<file path="config.mk">
export PLATFORM = sky130hd
export DESIGN_NAME = fce_cfg
export DESIGN_NICKNAME = d
export VERILOG_FILES = /design/src/hdl/fce_pkg.sv /design/src/hdl/fce_cfg.sv
export SDC_FILE = /design/constraint.sdc
export NUM_CORES = 1
export LEC_CHECK = 0
export BUFFER_PORTS_ARGS = -buffer_cell sky130_fd_sc_hd__buf_2
export CORE_MARGIN = 2
export CORE_UTILIZATION = 40
export DETAILED_ROUTE_END_ITERATION = 16
export PLACE_DENSITY = 0.81
export SLEW_MARGIN = 20
export SYNTH_ARGS = -nofsm -noshare
export SYNTH_HDL_FRONTEND = slang
export SYNTH_SLANG_ARGS = --single-unit
export TNS_END_PERCENT = 50
</file>
<file path="constraint.sdc">
create_clock -name i_clk -period 1.2 [get_ports i_clk]
set_clock_uncertainty 0.1 [all_clocks]
set_input_delay 0.18 -clock i_clk [delete_from_list [all_inputs] [get_ports i_clk]]
set_output_delay 0.18 -clock i_clk [all_outputs]
set_load 0.01 [all_outputs]
</file>
<file path="src/hdl/fce_pkg.sv">
// Shared types and constants for the feedback comb echo block.
package fce_pkg;

    localparam int SAMPLE_W      = 16;
    localparam int DLEN_W        = 10;
    localparam int GAIN_W        = 15;
    localparam int PROD_W        = SAMPLE_W + GAIN_W;
    localparam int FRAC_W        = 15;
    localparam int MAX_DELAY_DEF = 512;

    localparam int APB_AW = 3;
    localparam int APB_DW = 32;

    localparam logic [DLEN_W-1:0] DELAY_LEN_RST = 10'd512;
    localparam logic [GAIN_W-1:0] GAIN_RST      = 15'd21845;

    localparam logic signed [SAMPLE_W-1:0] SAMPLE_MAX = 16'sh7FFF;
    localparam logic signed [SAMPLE_W-1:0] SAMPLE_MIN = 16'sh8000;

    typedef enum logic [0:0] {
        REG_DELAY_LEN = 1'b0,
        REG_GAIN      = 1'b1
    } t_reg_idx;

    typedef struct packed {
        logic [DLEN_W-1:0] delay_length;
        logic [GAIN_W-1:0] feedback_gain;
    } t_cfg;

endpackage

</file>
<file path="src/hdl/fce_cfg.sv">
// APB register file: delay length and feedback gain.
module fce_cfg import fce_pkg::*; (
    input  logic              i_clk,
    input  logic              i_rst_n,
    input  logic              psel,
    input  logic              penable,
    input  logic              pwrite,
    input  logic [APB_AW-1:0] paddr,
    input  logic [APB_DW-1:0] pwdata,
    output logic [APB_DW-1:0] prdata,
    output logic              pready,
    output t_cfg              o_cfg
);

    logic [DLEN_W-1:0] r_delay_len;
    logic [GAIN_W-1:0] r_gain;
    logic              wr_en;
    t_reg_idx          idx;

    assign wr_en  = psel && penable && pwrite;
    assign idx    = t_reg_idx'(paddr[APB_AW-1:2]);
    assign pready = 1'b1;

    always_ff @(posedge i_clk) begin
        if (!i_rst_n) begin
            r_delay_len <= DELAY_LEN_RST;
            r_gain      <= GAIN_RST;
        end else if (wr_en) begin
            case (idx)
                REG_DELAY_LEN: begin
                    r_delay_len <= pwdata[DLEN_W-1:0];
                end
                REG_GAIN: begin
                    r_gain <= pwdata[GAIN_W-1:0];
                end
                default: begin
                end
            endcase
        end
    end

    always_comb begin
        case (idx)
            REG_DELAY_LEN: prdata = {{(APB_DW-DLEN_W){1'b0}}, r_delay_len};
            REG_GAIN:      prdata = {{(APB_DW-GAIN_W){1'b0}}, r_gain};
            default:       prdata = '0;
        endcase
    end

    assign o_cfg.delay_length  = r_delay_len;
    assign o_cfg.feedback_gain = r_gain;

endmodule

</file>
==> metrics.yaml <==
final_layout:
  area.sequential_um2: 531.8
  final_cell_area_um2: 2063
  most_common_library_cell_in_the_layout_ignoring_fill_and_taps: "sky130_fd_sc_hd__buf_2"
  layout-drive-gt1-share_pct: 52.97
  final.fill_count: 287
  final-instance-count-excl-fill: 265
  diodes: 0
  layout.cells.most_common_list: "39 x sky130_fd_sc_hd__buf_2, 29 x sky130_fd_sc_hd__buf_6, 28 x sky130_fd_sc_hd__nand2_1"
  design.final.nets: 260
  multi_input_area_um2: 730.7
  syn_to_final_growth_pct: 52.26
grt:
  grt-ovfl-total: 0
  grt_first_pass_wirelength_um: 5230
  vias_in_the_first_global_route: 1128
  grt_start_max_net_pins: 47
  grtUsageTotal_pct: 16.55
  initial_antenna_violation_count: 0
die:
  die-width_um: 62.21
  initial_utilization_pct: 41.26
  die_h_um: 62.21
  number_of_cell_rows: 21
  pin_count: 98
  fp.dieArea_um2: 3869
  core_um2: 3284
cts:
  cts_root_buffer: "sky130_fd_sc_hd__clkbuf_4"
  path_clk_slew_ps: 140
  cts_buffers: 3
  cts_tree: "done"
  cts.sink_count: 25
  cts_buffer_depth: 2
  insertion_delay_ps: 310
  ctsHtreeMaxLevel: 1
routing:
  num_vias: 1141
  antenna_violating_nets_post_route: 0
  detailedRoute.firstIterationViolations: 78
  wire_per_inst_um: 11.98
  viasPerCell: 4.306
  drc: 0
  routed_wl_um: 3176
  drt_pre_antenna_iters: 4
timing:
  worst_slack_ps: -152.4
  min_period_over_period_pct: 112.7
  finalHoldViolations: 0
  max_freq_mhz: 739.4
  finalSetupViolations: 11
  rsz0062_at_grt: "yes"
  timing.final.max_slew_violations: 0
  clock_period_minus_worst_slack_ps: 1352
hold_path:
  hold_depth: 3
  min_from: "pwdata[12]"
  min_path_type: "primary input to register"
  min_to: "r_gain[12]"
status:
  failing_checks: "setup timing"
  status: "finished, violations left"
synthesis:
  most_area_hungry_cell_type_in_the_yosys_netlist: "sky130_fd_sc_hd__dfxtp_1"
  synth_area_per_cell_um2: 9.476
  flop_and_latch_count_out_of_synthesis: 25
  post_synth_design_cell_area_um2: 1355
  synth-seq-area-share_pct: 36.93
  post_synth_inst_count: 143
  main_area_contributors_after_synthesis: "sky130_fd_sc_hd__dfxtp_1 37%, sky130_fd_sc_hd__mux2i_1 18%, sky130_fd_sc_hd__buf_4 11%"
  synthDistinctLibCells: 15
  synth_top_area_share_pct: 36.93
  ys_warn_count: 0
place:
  pre_cts_ws_ps: -26.52
  number_of_input_and_output_port_buffers_inserted: 60
  gp_congestion: 0.6715
  detailed_place_hpwl_um: 1859
  place_inst: 241
  placedInstanceArea_um2: 1639
power_and_ir_drop:
  worst_ir_drop_vdd_uv: 556.9
  total_power_uw: 1607
  power_per_cell_area_nw_per_um2: 778.7
  leakage_uw: 0.0009291
critical_path:
  timing.rr.end: "r_gain[2]"
  critPathRequiredTime_ps: 920
  criticalPathCategory: "register to primary output"
  rr_startpoint: "r_gain[2]"
  worstPathArrival_ps: 1070
  regToRegSetupSlack_ps: 360
  timing.critical_path.fanout_max: 3
  reg2regPathDepth: 3
  crit_path_end_kind: "primary output"
  critical_path_source_type: "register"
job:
  drv.max_cap_violation_count: 0
==> power breakdown <==
| part | total (uW) | internal [uW] | switching [uW] |
|---|---|---|---|
| Clock | 379 | 130 | 249 |
| Sequential | 864 | 851 | 12.9 |
| Combinational | 363 | 203 | 160 |
| Total | 1610 | 1180 | 422 |
==> per-layer routing <==
layer | vias up | GRT usage (%) | part of all wire (%)
li1 | 574 | - | -
met1 | 521 | 18.98 | 42
met2 | 42 | 31.25 | 52
met3 | 4 | 2.536 | 4.7
met4 | 0 | 5.278 | 1.3
met5 | - | 0 | 0
==> how the worst max path moves through the flow <==
stage	start	endpoint	slack (ps)	cells past startpoint
2_1_floorplan	paddr[2]	prdata[5]	100	3
3_3_place_gp	paddr[2]	prdata[2]	-20	4
6_report	r_delay_len[8]	prdata[8]	-150	2
4_1_cts	r_gain[7]	prdata[7]	-150	2
3_5_place_dp	paddr[2]	prdata[6]	-30	4
5_1_grt	r_delay_len[8]	prdata[8]	-200	2
==> timing repair <==
item,in CTS,in global routing
gates resized for setup,39,24
hold buffers,9,1
endpoints found under the setup margin,15,23
buffers inserted,8,2
endpoints found under the hold margin,9,1
==> layout make-up <==
class	instances	share of cell area, %
multi-input cells	106	35.42
repair buffers	84	34.75
flip-flops and latches	25	25.77
clock buffers	4	1.273
well taps	46	2.790
==> cells by family (layout without fill, tap and decap cells) <==
group | count (synthesis) | count (layout) | share of synthesized area [%]
DFF | 25 | 25 | 36.93
buffers and inverters | 28 | 88 | 15.79
other | 2 | 18 | 0.5542
and+or+nand+nor | 53 | 53 | 19.94
muxes | 35 | 35 | 26.78
==> synthesized netlist by cell type <==
cell / number
sky130_fd_sc_hd__and2_1: 5
sky130_fd_sc_hd__and4_4: 1
sky130_fd_sc_hd__and4b_1: 1
sky130_fd_sc_hd__buf_12: 1
sky130_fd_sc_hd__buf_2: 2
sky130_fd_sc_hd__buf_4: 19
sky130_fd_sc_hd__buf_6: 1
sky130_fd_sc_hd__buf_8: 1
sky130_fd_sc_hd__clkbuf_1: 4
sky130_fd_sc_hd__conb_1: 2
sky130_fd_sc_hd__dfxtp_1: 25
sky130_fd_sc_hd__mux2_2: 10
sky130_fd_sc_hd__mux2i_1: 25
sky130_fd_sc_hd__nand2_1: 28
sky130_fd_sc_hd__nor2b_1: 18
==> sequential cells by signal, summed over array words and instances, names as in the netlist <==
register	count
r_gain	15
r_delay_len	10
==> worst max-delay path, cell delays in order (launching register included) <==
cell                      delay, ps
sky130_fd_sc_hd__dfxtp_2        350
sky130_fd_sc_hd__mux2_2         280
sky130_fd_sc_hd__buf_6          130
==> stage by stage <==
stage / setup TNS [ps] / utilization, % / hold WS, ps
after floorplan: 0 / - / 222.1
after global placement: -54.46 / 49.90 / 332.0
after detailed placement: -91.70 / 49.90 / 338.9
after CTS: -1486 / 59.66 / 0.3171
after global routing: -2067 / 62.82 / 10.80
final: -1341 / 62.82 / 12.03
Note: power is estimated with default switching activity, not from simulation.
